$ cat config.mk
export PLATFORM = sky130hd
export DESIGN_NAME = packet_impairment_delay_queue_flat
export DESIGN_NICKNAME = d
export VERILOG_FILES = /design/src/design/pidq_pkg.sv /design/src/design/pidq_if.sv /design/src/design/pidq_mod_unit.sv /design/src/design/packet_impairment_delay_queue.sv /design/src/flat_wrapper.sv
export SDC_FILE = /design/constraint.sdc
export NUM_CORES = 2
export LEC_CHECK = 0
export BUFFER_PORTS_ARGS = -buffer_cell sky130_fd_sc_hd__buf_2
export CORE_MARGIN = 2
export CORE_UTILIZATION = 60
export CTS_CLUSTER_DIAMETER = 80
export DETAILED_ROUTE_END_ITERATION = 10
export PLACE_DENSITY = 0.74
export REMOVE_ABC_BUFFERS = 1
export SKIP_LAST_GASP = 1
export SLEW_MARGIN = 15
export SYNTH_ARGS = -nofsm -noshare
export SYNTH_HDL_FRONTEND = slang
export SYNTH_SLANG_ARGS = --single-unit
$ cat constraint.sdc
create_clock -name clk -period 12.7 [get_ports clk]
set_input_delay 1.905 -clock clk [delete_from_list [all_inputs] [get_ports clk]]
set_output_delay 1.905 -clock clk [all_outputs]
set_load 0.02 [all_outputs]
$ cat src/design/pidq_pkg.sv
// ============================================================================
// pidq_pkg
// Shared types and constants of the packet impairment delay queue.
// ============================================================================
package pidq_pkg;

    localparam int unsigned SLOT_NUM_W  = 4;
    localparam int unsigned MAX_RESULTS = 16;
    localparam int unsigned DIV_STEPS   = 32;

    localparam logic [31:0] LCG_MUL        = 32'd1664525;
    localparam logic [31:0] LCG_INC        = 32'd1013904223;
    localparam logic [31:0] LCG_SEED_RESET = 32'h12345678;
    localparam logic [16:0] LOSS_MODULUS   = 17'd10000;

    typedef logic [SLOT_NUM_W-1:0] slot_num_t;

    typedef enum logic [0:0] {
        FUNC_SEND = 1'b0,
        FUNC_TICK = 1'b1
    } func_t;

    typedef enum logic [2:0] {
        ACT_FORWARDED = 3'd0,
        ACT_QUEUED    = 3'd1,
        ACT_DROPPED   = 3'd2,
        ACT_REJECTED  = 3'd3,
        ACT_FULL      = 3'd4,
        ACT_RELEASED  = 3'd5
    } action_t;

    typedef enum logic [1:0] {
        CFG_LATENCY = 2'd0,
        CFG_JITTER  = 2'd1,
        CFG_LOSS    = 2'd2,
        CFG_SEED    = 2'd3
    } cfg_reg_t;

    typedef enum logic [3:0] {
        S_IDLE,
        S_SEND,
        S_LOSS_DRAW,
        S_LOSS_START,
        S_LOSS_WAIT,
        S_JIT_DRAW,
        S_JIT_START,
        S_JIT_WAIT,
        S_DELAY,
        S_FREE_SCAN,
        S_TICK_RD,
        S_TICK_CHK,
        S_TICK_FLUSH,
        S_EMIT
    } state_t;

    typedef struct packed {
        func_t       func;
        logic [31:0] now_ms;
        logic [7:0]  peer_id;
        logic [7:0]  channel;
        logic [15:0] packet_handle;
        logic [15:0] size;
        logic        reliable;
    } in_item_t;

    typedef struct packed {
        action_t     action;
        logic [7:0]  out_peer;
        logic [7:0]  out_channel;
        logic [15:0] out_handle;
        logic [15:0] out_size;
        logic        out_reliable;
        slot_num_t   slot_index;
        logic        last;
    } result_t;

    typedef struct packed {
        logic [31:0] due;
        logic [7:0]  peer;
        logic [7:0]  channel;
        logic [15:0] handle;
        logic [15:0] length;
        logic        reliable;
    } slot_entry_t;

    typedef struct packed {
        logic        start;
        logic [31:0] dividend;
        logic [16:0] divisor;
    } mod_req_t;

    typedef struct packed {
        logic        done;
        logic [16:0] rem;
    } mod_rsp_t;

endpackage

$ cat src/design/pidq_if.sv
// ============================================================================
// pidq interfaces
// Valid/ready channels for input items, results and register writes.
// ============================================================================
interface pidq_in_if;
    logic               valid;
    logic               ready;
    pidq_pkg::in_item_t data;

    modport source (output valid, output data, input ready);
    modport sink (input valid, input data, output ready);
endinterface

interface pidq_out_if;
    logic              valid;
    logic              ready;
    pidq_pkg::result_t data;

    modport source (output valid, output data, input ready);
    modport sink (input valid, input data, output ready);
endinterface

interface pidq_cfg_if;
    logic        valid;
    logic        ready;
    logic [1:0]  index;
    logic [31:0] data;

    modport source (output valid, output index, output data, input ready);
    modport sink (input valid, input index, input data, output ready);
endinterface

$ cat src/design/pidq_mod_unit.sv
// ============================================================================
// pidq_mod_unit
// Radix-2 restoring remainder unit, one quotient bit per cycle.
// ============================================================================
module pidq_mod_unit (
    input  logic               clk,
    input  logic               rst_n,
    input  pidq_pkg::mod_req_t req,
    output pidq_pkg::mod_rsp_t rsp
);

    localparam int unsigned CNT_W = $clog2(pidq_pkg::DIV_STEPS + 1);

    logic [CNT_W-1:0] cnt_reg, cnt_next;
    logic             done_reg, done_next;
    logic [31:0]      quo_reg, quo_next;
    logic [16:0]      rem_reg, rem_next;
    logic [16:0]      div_reg, div_next;
    logic [17:0]      trial;

    always_comb
    begin
        trial     = {rem_reg, quo_reg[31]};
        cnt_next  = cnt_reg;
        done_next = 1'b0;
        quo_next  = quo_reg;
        rem_next  = rem_reg;
        div_next  = div_reg;
        if (req.start)
        begin
            cnt_next = CNT_W'(pidq_pkg::DIV_STEPS);
            quo_next = req.dividend;
            rem_next = '0;
            div_next = req.divisor;
        end
        else if (cnt_reg != '0)
        begin
            quo_next = {quo_reg[30:0], 1'b0};
            if (trial >= {1'b0, div_reg})
            begin
                rem_next = 17'(trial - {1'b0, div_reg});
            end
            else
            begin
                rem_next = trial[16:0];
            end
            cnt_next  = cnt_reg - 1'b1;
            done_next = (cnt_reg == CNT_W'(1));
        end
    end

    always_ff @(posedge clk or negedge rst_n)
    begin
        if (!rst_n)
        begin
            cnt_reg  <= '0;
            done_reg <= 1'b0;
        end
        else
        begin
            cnt_reg  <= cnt_next;
            done_reg <= done_next;
        end
    end

    always_ff @(posedge clk)
    begin
        quo_reg <= quo_next;
        rem_reg <= rem_next;
        div_reg <= div_next;
    end

    assign rsp.done = done_reg;
    assign rsp.rem  = rem_reg;

endmodule

$ cat src/design/packet_impairment_delay_queue.sv
// ============================================================================
// packet_impairment_delay_queue
// Network impairment emulator: loss, latency and jitter with a slot queue.
// ============================================================================
// One item at a time. In a send beat each random draw (loss, then jitter) is
// reduced by a shared 32-step remainder unit, and the free slot search walks
// the busy bits one slot per cycle. A tick beat reads each slot scanned from
// the slot memory and then compares its due time; each release after the
// first waits in a flush state for the output. Releases are capped at 16.
// No clearing pass after reset.
module packet_impairment_delay_queue #(
    parameter int unsigned QUEUE_SLOTS      = 16,
    parameter int unsigned MAX_PACKET_BYTES = 1024
) (
    input  logic              clk,
    input  logic              rst_n,
    pidq_cfg_if.sink          cfg,
    pidq_in_if.sink           pkt_in,
    pidq_out_if.source        pkt_out
);

    localparam int unsigned IDX_W  = (QUEUE_SLOTS > 1) ? $clog2(QUEUE_SLOTS) : 1;
    localparam int unsigned CNT_W  = $clog2(QUEUE_SLOTS + 1);
    localparam int unsigned RCNT_W = $clog2(pidq_pkg::MAX_RESULTS + 1);

    pidq_pkg::state_t      state_reg, state_next;
    logic [CNT_W-1:0]      idx_reg, idx_next;
    logic [IDX_W-1:0]      idx;
    logic [RCNT_W-1:0]     rcnt_reg, rcnt_next;
    logic                  hold_reg, hold_next;
    logic [QUEUE_SLOTS-1:0] busy_reg, busy_next;
    logic [31:0]           lcg_reg, lcg_next;
    logic [15:0]           latency_reg, latency_next;
    logic [15:0]           jitter_reg, jitter_next;
    logic [13:0]           loss_reg, loss_next;
    logic [16:0]           delay_reg, delay_next;
    logic [31:0]           now_reg, now_next;
    pidq_pkg::result_t     res_reg, res_next;
    pidq_pkg::result_t     out_reg, out_next;
    logic                  out_valid_reg, out_valid_next;

    pidq_pkg::slot_entry_t slot_mem [QUEUE_SLOTS];
    pidq_pkg::slot_entry_t rd_reg;
    pidq_pkg::slot_entry_t mem_wdata;
    logic                  mem_we;

    pidq_pkg::mod_req_t    mod_req;
    pidq_pkg::mod_rsp_t    mod_rsp;

    logic                  in_accept;
    logic                  out_free;
    logic                  scan_end;
    logic                  size_bad;
    logic                  slot_due;
    logic [31:0]           rel_time;
    logic [31:0]           lcg_step;
    logic [17:0]           jit_sum;

    pidq_mod_unit u_mod (
        .clk (clk),
        .rst_n (rst_n),
        .req (mod_req),
        .rsp (mod_rsp)
    );

    assign idx       = idx_reg[IDX_W-1:0];
    assign in_accept = pkt_in.valid && pkt_in.ready;
    assign out_free  = !out_valid_reg || pkt_out.ready;
    assign scan_end  = (idx_reg == CNT_W'(QUEUE_SLOTS));
    assign size_bad  = (res_reg.out_size == '0) ||
                       ({1'b0, res_reg.out_size} > 17'(MAX_PACKET_BYTES));
    assign rel_time  = now_reg - rd_reg.due;
    assign slot_due  = busy_reg[idx] && !rel_time[31];
    assign lcg_step  = 32'(lcg_reg * pidq_pkg::LCG_MUL) + pidq_pkg::LCG_INC;
    assign jit_sum   = 18'(latency_reg) + 18'(mod_rsp.rem);

    assign pkt_in.ready  = (state_reg == pidq_pkg::S_IDLE);
    assign cfg.ready     = 1'b1;
    assign pkt_out.valid = out_valid_reg;
    assign pkt_out.data  = out_reg;

    // next state
    always_comb
    begin
        state_next = state_reg;
        unique case (state_reg)
            pidq_pkg::S_IDLE:
            begin
                if (in_accept)
                begin
                    state_next = (pkt_in.data.func == pidq_pkg::FUNC_TICK) ?
                                 pidq_pkg::S_TICK_RD : pidq_pkg::S_SEND;
                end
            end
            pidq_pkg::S_SEND:
            begin
                if (size_bad)
                begin
                    state_next = pidq_pkg::S_EMIT;
                end
                else if (!res_reg.out_reliable && loss_reg != '0)
                begin
                    state_next = pidq_pkg::S_LOSS_DRAW;
                end
                else
                begin
                    state_next = pidq_pkg::S_JIT_DRAW;
                end
            end
            pidq_pkg::S_LOSS_DRAW:  state_next = pidq_pkg::S_LOSS_START;
            pidq_pkg::S_LOSS_START: state_next = pidq_pkg::S_LOSS_WAIT;
            pidq_pkg::S_LOSS_WAIT:
            begin
                if (mod_rsp.done)
                begin
                    state_next = (mod_rsp.rem < 17'(loss_reg)) ?
                                 pidq_pkg::S_EMIT : pidq_pkg::S_JIT_DRAW;
                end
            end
            pidq_pkg::S_JIT_DRAW:
            begin
                state_next = (jitter_reg == '0) ? pidq_pkg::S_DELAY : pidq_pkg::S_JIT_START;
            end
            pidq_pkg::S_JIT_START: state_next = pidq_pkg::S_JIT_WAIT;
            pidq_pkg::S_JIT_WAIT:
            begin
                if (mod_rsp.done)
                begin
                    state_next = pidq_pkg::S_DELAY;
                end
            end
            pidq_pkg::S_DELAY:
            begin
                state_next = (delay_reg == '0) ? pidq_pkg::S_EMIT : pidq_pkg::S_FREE_SCAN;
            end
            pidq_pkg::S_FREE_SCAN:
            begin
                if (scan_end || !busy_reg[idx])
                begin
                    state_next = pidq_pkg::S_EMIT;
                end
            end
            pidq_pkg::S_TICK_RD:
            begin
                if (scan_end || rcnt_reg == RCNT_W'(pidq_pkg::MAX_RESULTS))
                begin
                    state_next = hold_reg ? pidq_pkg::S_EMIT : pidq_pkg::S_IDLE;
                end
                else
                begin
                    state_next = pidq_pkg::S_TICK_CHK;
                end
            end
            pidq_pkg::S_TICK_CHK:
            begin
                state_next = (slot_due && hold_reg) ? pidq_pkg::S_TICK_FLUSH :
                                                      pidq_pkg::S_TICK_RD;
            end
            pidq_pkg::S_TICK_FLUSH:
            begin
                if (out_free)
                begin
                    state_next = pidq_pkg::S_TICK_CHK;
                end
            end
            pidq_pkg::S_EMIT:
            begin
                if (out_free)
                begin
                    state_next = pidq_pkg::S_IDLE;
                end
            end
            default: state_next = pidq_pkg::S_IDLE;
        endcase
    end

    // datapath and outputs
    always_comb
    begin
        idx_next         = idx_reg;
        rcnt_next        = rcnt_reg;
        hold_next        = hold_reg;
        busy_next        = busy_reg;
        lcg_next         = lcg_reg;
        latency_next     = latency_reg;
        jitter_next      = jitter_reg;
        loss_next        = loss_reg;
        delay_next       = delay_reg;
        now_next         = now_reg;
        res_next         = res_reg;
        out_next         = out_reg;
        out_valid_next   = out_valid_reg;
        mem_we           = 1'b0;
        mem_wdata.due      = now_reg + 32'(delay_reg);
        mem_wdata.peer     = res_reg.out_peer;
        mem_wdata.channel  = res_reg.out_channel;
        mem_wdata.handle   = res_reg.out_handle;
        mem_wdata.length   = res_reg.out_size;
        mem_wdata.reliable = res_reg.out_reliable;
        mod_req.start    = 1'b0;
        mod_req.dividend = lcg_reg;
        mod_req.divisor  = pidq_pkg::LOSS_MODULUS;

        if (out_valid_reg && pkt_out.ready)
        begin
            out_valid_next = 1'b0;
        end

        if (cfg.valid && cfg.ready)
        begin
            unique case (pidq_pkg::cfg_reg_t'(cfg.index))
                pidq_pkg::CFG_LATENCY: latency_next = cfg.data[15:0];
                pidq_pkg::CFG_JITTER:  jitter_next  = cfg.data[15:0];
                pidq_pkg::CFG_LOSS:    loss_next    = cfg.data[13:0];
                pidq_pkg::CFG_SEED:    lcg_next     = cfg.data;
                default: ;
            endcase
        end

        unique case (state_reg)
            pidq_pkg::S_IDLE:
            begin
                if (in_accept)
                begin
                    now_next              = pkt_in.data.now_ms;
                    res_next.action       = pidq_pkg::ACT_FORWARDED;
                    res_next.out_peer     = pkt_in.data.peer_id;
                    res_next.out_channel  = pkt_in.data.channel;
                    res_next.out_handle   = pkt_in.data.packet_handle;
                    res_next.out_size     = pkt_in.data.size;
                    res_next.out_reliable = pkt_in.data.reliable;
                    res_next.slot_index   = '0;
                    res_next.last         = 1'b1;
                    idx_next              = '0;
                    rcnt_next             = '0;
                    hold_next             = 1'b0;
                end
            end
            pidq_pkg::S_SEND:
            begin
                if (size_bad)
                begin
                    res_next.action = pidq_pkg::ACT_REJECTED;
                end
            end
            pidq_pkg::S_LOSS_DRAW:
            begin
                lcg_next = lcg_step;
            end
            pidq_pkg::S_LOSS_START:
            begin
                mod_req.start = 1'b1;
            end
            pidq_pkg::S_LOSS_WAIT:
            begin
                if (mod_rsp.done && mod_rsp.rem < 17'(loss_reg))
                begin
                    res_next.action = pidq_pkg::ACT_DROPPED;
                end
            end
            pidq_pkg::S_JIT_DRAW:
            begin
                if (jitter_reg == '0)
                begin
                    delay_next = 17'(latency_reg);
                end
                else
                begin
                    lcg_next = lcg_step;
                end
            end
            pidq_pkg::S_JIT_START:
            begin
                mod_req.start   = 1'b1;
                mod_req.divisor = {jitter_reg, 1'b1};
            end
            pidq_pkg::S_JIT_WAIT:
            begin
                if (mod_rsp.done)
                begin
                    delay_next = (jit_sum > 18'(jitter_reg)) ?
                                 17'(jit_sum - 18'(jitter_reg)) : '0;
                end
            end
            pidq_pkg::S_DELAY:
            begin
                idx_next = '0;
            end
            pidq_pkg::S_FREE_SCAN:
            begin
                if (scan_end)
                begin
                    res_next.action = pidq_pkg::ACT_FULL;
                end
                else if (!busy_reg[idx])
                begin
                    mem_we              = 1'b1;
                    busy_next[idx]      = 1'b1;
                    res_next.action     = pidq_pkg::ACT_QUEUED;
                    res_next.slot_index = pidq_pkg::SLOT_NUM_W'(idx);
                end
                else
                begin
                    idx_next = idx_reg + 1'b1;
                end
            end
            pidq_pkg::S_TICK_RD: ;
            pidq_pkg::S_TICK_CHK:
            begin
                if (slot_due && !hold_reg)
                begin
                    res_next.action       = pidq_pkg::ACT_RELEASED;
                    res_next.out_peer     = rd_reg.peer;
                    res_next.out_channel  = rd_reg.channel;
                    res_next.out_handle   = rd_reg.handle;
                    res_next.out_size     = rd_reg.length;
                    res_next.out_reliable = rd_reg.reliable;
                    res_next.slot_index   = pidq_pkg::SLOT_NUM_W'(idx);
                    busy_next[idx]        = 1'b0;
                    rcnt_next             = rcnt_reg + 1'b1;
                    hold_next             = 1'b1;
                    idx_next              = idx_reg + 1'b1;
                end
                else if (!slot_due)
                begin
                    idx_next = idx_reg + 1'b1;
                end
            end
            pidq_pkg::S_TICK_FLUSH:
            begin
                if (out_free)
                begin
                    out_next       = res_reg;
                    out_next.last  = 1'b0;
                    out_valid_next = 1'b1;
                    hold_next      = 1'b0;
                end
            end
            pidq_pkg::S_EMIT:
            begin
                if (out_free)
                begin
                    out_next       = res_reg;
                    out_next.last  = 1'b1;
                    out_valid_next = 1'b1;
                end
            end
            default: ;
        endcase
    end

    always_ff @(posedge clk or negedge rst_n)
    begin
        if (!rst_n)
        begin
            state_reg     <= pidq_pkg::S_IDLE;
            idx_reg       <= '0;
            rcnt_reg      <= '0;
            hold_reg      <= 1'b0;
            busy_reg      <= '0;
            lcg_reg       <= pidq_pkg::LCG_SEED_RESET;
            latency_reg   <= '0;
            jitter_reg    <= '0;
            loss_reg      <= '0;
            out_valid_reg <= 1'b0;
        end
        else
        begin
            state_reg     <= state_next;
            idx_reg       <= idx_next;
            rcnt_reg      <= rcnt_next;
            hold_reg      <= hold_next;
            busy_reg      <= busy_next;
            lcg_reg       <= lcg_next;
            latency_reg   <= latency_next;
            jitter_reg    <= jitter_next;
            loss_reg      <= loss_next;
            out_valid_reg <= out_valid_next;
        end
    end

    always_ff @(posedge clk)
    begin
        delay_reg <= delay_next;
        now_reg   <= now_next;
        res_reg   <= res_next;
        out_reg   <= out_next;
    end

    // slot memory
    always_ff @(posedge clk)
    begin
        if (mem_we)
        begin
            slot_mem[idx] <= mem_wdata;
        end
        rd_reg <= slot_mem[idx];
    end

endmodule

$ cat src/flat_wrapper.sv
// flat-port wrapper written by rule: the top's interface ports become plain ports
module packet_impairment_delay_queue_flat 
#(
    parameter int unsigned QUEUE_SLOTS      = 16,
    parameter int unsigned MAX_PACKET_BYTES = 1024
)
  (clk, rst_n, cfg_valid, cfg_index, cfg_data, cfg_ready, pkt_in_valid, pkt_in_data, pkt_in_ready, pkt_out_valid, pkt_out_data, pkt_out_ready);
  pidq_cfg_if cfg_i ();
  pidq_in_if pkt_in_i ();
  pidq_out_if pkt_out_i ();
  input  logic clk;
  input  logic rst_n;
  input wire logic [$bits(cfg_i.valid)-1:0] cfg_valid;
  input wire logic [$bits(cfg_i.index)-1:0] cfg_index;
  input wire logic [$bits(cfg_i.data)-1:0] cfg_data;
  output wire logic [$bits(cfg_i.ready)-1:0] cfg_ready;
  input wire logic [$bits(pkt_in_i.valid)-1:0] pkt_in_valid;
  input wire logic [$bits(pkt_in_i.data)-1:0] pkt_in_data;
  output wire logic [$bits(pkt_in_i.ready)-1:0] pkt_in_ready;
  output wire logic [$bits(pkt_out_i.valid)-1:0] pkt_out_valid;
  output wire logic [$bits(pkt_out_i.data)-1:0] pkt_out_data;
  input wire logic [$bits(pkt_out_i.ready)-1:0] pkt_out_ready;
  assign cfg_i.valid = cfg_valid;
  assign cfg_i.index = cfg_index;
  assign cfg_i.data = cfg_data;
  assign cfg_ready = cfg_i.ready;
  assign pkt_in_i.valid = pkt_in_valid;
  assign pkt_in_i.data = pkt_in_data;
  assign pkt_in_ready = pkt_in_i.ready;
  assign pkt_out_valid = pkt_out_i.valid;
  assign pkt_out_data = pkt_out_i.data;
  assign pkt_out_i.ready = pkt_out_ready;
  packet_impairment_delay_queue #(.QUEUE_SLOTS(QUEUE_SLOTS), .MAX_PACKET_BYTES(MAX_PACKET_BYTES)) u_core (.clk(clk), .rst_n(rst_n), .cfg(cfg_i), .pkt_in(pkt_in_i), .pkt_out(pkt_out_i));
endmodule
==> flow_summary.yaml <==
global_route:
  grt_pass1_vias: 41500
  grt_max_degree: 162
  antenna_found_initial: 3
  grt_overflow: 0
  grt_pass1_wl_um: 264000
  grt_usage: 0.276
critical_path:
  cp.buffers_inverters: 2
  crit_chain: "inv_1, ha_1, xor2_1, xor2_1, fa_1, inv_1, fa_1, fa_1, fa_1, fa_1, ha_1, a21oi_1, o21ai_0, a21o_1, a211oi_1, o22ai_1, o211a_1, or3_1, a31o_2"
  cp_slowest_cell: "dfrtp_1"
  crit_arrival_ns: 7.33
  cp-start-kind: "register"
  worstSetupEndpointType: "register"
  cpLargestDelayFamily: "adder cells"
  max_stage_delay_ns: 0.60
  worstSetupPathType: "reg -> reg"
  critPathRequiredTime_ns: 13.36
  critPathMaxFanout: 11
  cpMostUsedCell: "fa_1"
outcome:
  run_status: "complete, no violations"
sta:
  rsz0062_at_grt: "no"
  skew_ns: 0.0326
  period_needed_ns: 6.68
  hold_slack_ns: 0.422
  worst_pin_slew_ns: 1.35
  clock.fmax_mhz: 150
  fin_ws_ns: 6.02
  setup_viol: 0
  maxSlewViolCount: 0
  slew_headroom: 0.102
  hold_viol: 0
  timing.final.crit_share: 0.526
  fin_tns_setup_ns: 0
clocking:
  cts.sinks: 1722
  htreeDepth: 4
  clkLatencyLatePin_ns: 0.80
  cts_hold_buf: 0
  cts_buffers: 169
  postCtsSetupRepairBufs: 0
  post_cts_resized: 0
  root_buffer: "clkbuf_16"
  cts_buffer_depth: 3
  clk_pin_slew_worst_paths_ns: 0.06
  tritoncts: "yes"
detailed_routing:
  drt_iter0_drc: 4592
  final_antenna_net_count: 0
  routedWlPerCell_um: 27.3
  wl_um: 177000
  via_per_inst: 6.29
  drcViolationCount: 0
  dr_total_vias: 40700
  dr.pass1.iters: 6
yosys:
  yosys_warnings: 0
  seq_area_frac_synth: 0.661
  synth_cell_types: 82
  avgSynthCellArea_um2: 17.1
  netlist.area_leader.share: 0.597
  synthCells: 4441
  synth_edf_count: 1507
  synth_flop_cell: "edfxtp_1"
  ys_seq_elements: 1722
  netlist_top_cells_area: "edfxtp_1, mux4_2, ha_1"
  syn_area_um2: 75800
  synth_top_area_cell: "edfxtp_1"
  synthArstFlopShare: 0.0679
die:
  boundaryPins: 181
  die_x_um: 360
  start_util: 0.604
  die_h_um: 360
  rows: 130
  dieArea_um2: 129000
  core_area_um2: 126000
run:
  max_cap_viol_count: 0
place:
  hpwl_um: 104000
  numPortBuffers: 179
  place_congestion: 0.884
  pre_cts_slack_ns: 6.17
final_layout:
  syn2layout_area_growth_pct: 11.6
  final_util: 0.674
  drive_above_1_share: 0.212
  nNetsFinal: 5219
  largest_reg_flops: 1296
worst_hold_path:
  holdCritPathClass: "reg -> reg"
## worst reg2reg max path, stage by stage, from the launching register on
cell and delay (ns):
dfrtp_1 0.60, inv_1 0.23, ha_1 0.39, xor2_1 0.39, xor2_1 0.27, fa_1 0.45, inv_1 0.08, fa_1 0.43
fa_1 0.46, fa_1 0.52, fa_1 0.43, ha_1 0.38, a21oi_1 0.17, o21ai_0 0.17, a21o_1 0.22, a211oi_1 0.38
o22ai_1 0.17, o211a_1 0.28, or3_1 0.30, a31o_2 0.25
## layer usage
| metal | GRT usage | part of all wire | vias to the layer above |
|---|---|---|---|
| met3 | 0.0597 | 0.085 | 294 |
| met2 | 0.440 | 0.48 | 1751 |
| met5 | 0 | 0.00015 | - |
| li1 | - | - | 17600 |
| met4 | 0.0781 | 0.026 | 4 |
| met1 | 0.390 | 0.41 | 21100 |
## cells in the mapped netlist, drive strengths merged (8+ instances only)
cell    number
a21o        32
and3        22
mux2        48
o21ai      137
o31ai       14
nand4       15
clkbuf     121
edfxtp    1507
a31oi       19
nor2       112
mux4       410
o22ai        8
and2        18
nor4        23
a22o        15
nand2b      16
mux2i       40
inv        378
xnor2       83
o21a        18
fa         141
o21bai      15
nand3       46
ha         277
buf         42
dfstp       13
or2         11
xor2        33
nor3        48
or3         17
nor2b       17
a21oi      105
nand2      309
dfxtp       98
o211ai      11
a211oi      21
dfrtp      104
## logic make-up after synthesis
kind of cell / share of synthesized area
compound gates: 0.0400
xor+xnor: 0.0134
fa+ha+maj: 0.0829
buf+inv: 0.0272
flops: 0.661
mux: 0.134
other cells: 0.0000494
simple gates: 0.0410
## area by class of cell
cell class	count	area [µm²]
fillers	8113	40900
clock buffers	234	4790
well taps	1650	2060
repair buffers	231	1310
inverters	379	1430
flip-flops and latches	1722	50200
multi-input cells	2177	23900
clock inverters	81	1000
diodes	1	2.50
## final timing paths
check | from | to | slack (ns) | cells after the start
max | u_core.lcg_reg[1] | u_core.lcg_reg[31] | 6.02 | 19
min | u_core.res_reg[55] | u_core.pkt_out.data[55] | 0.42 | 0
max reg2reg | u_core.lcg_reg[1] | u_core.lcg_reg[31] | 6.02 | 19
min reg2reg | u_core.res_reg[55] | u_core.pkt_out.data[55] | 0.42 | 0
max in group asynchronous | rst_n | u_core.lcg_reg[16] | 10.09 | 2
min in group asynchronous | rst_n | u_core.jitter_reg[2] | 1.18 | 1
## layout by cell type, fill, tap and decap left out, types with 105 or more instances in the layout
cell type     n
a21oi_1     105
buf_2       178
clkbuf_16   174
edfxtp_1   1507
fa_1        141
ha_1        277
inv_1       376
mux4_2      410
nand2_1     307
o21ai_0     121
## stage by stage
step	instance area, µm²	instances
global route	84700	6474
global placement	78800	6159
floorplan	75200	4278
finish	84700	6475
detailed placement	78800	6159
CTS	84600	6474
Power is not shown: default switching activity piles up to over one toggle a cycle in this logic, so the estimate is an artifact.
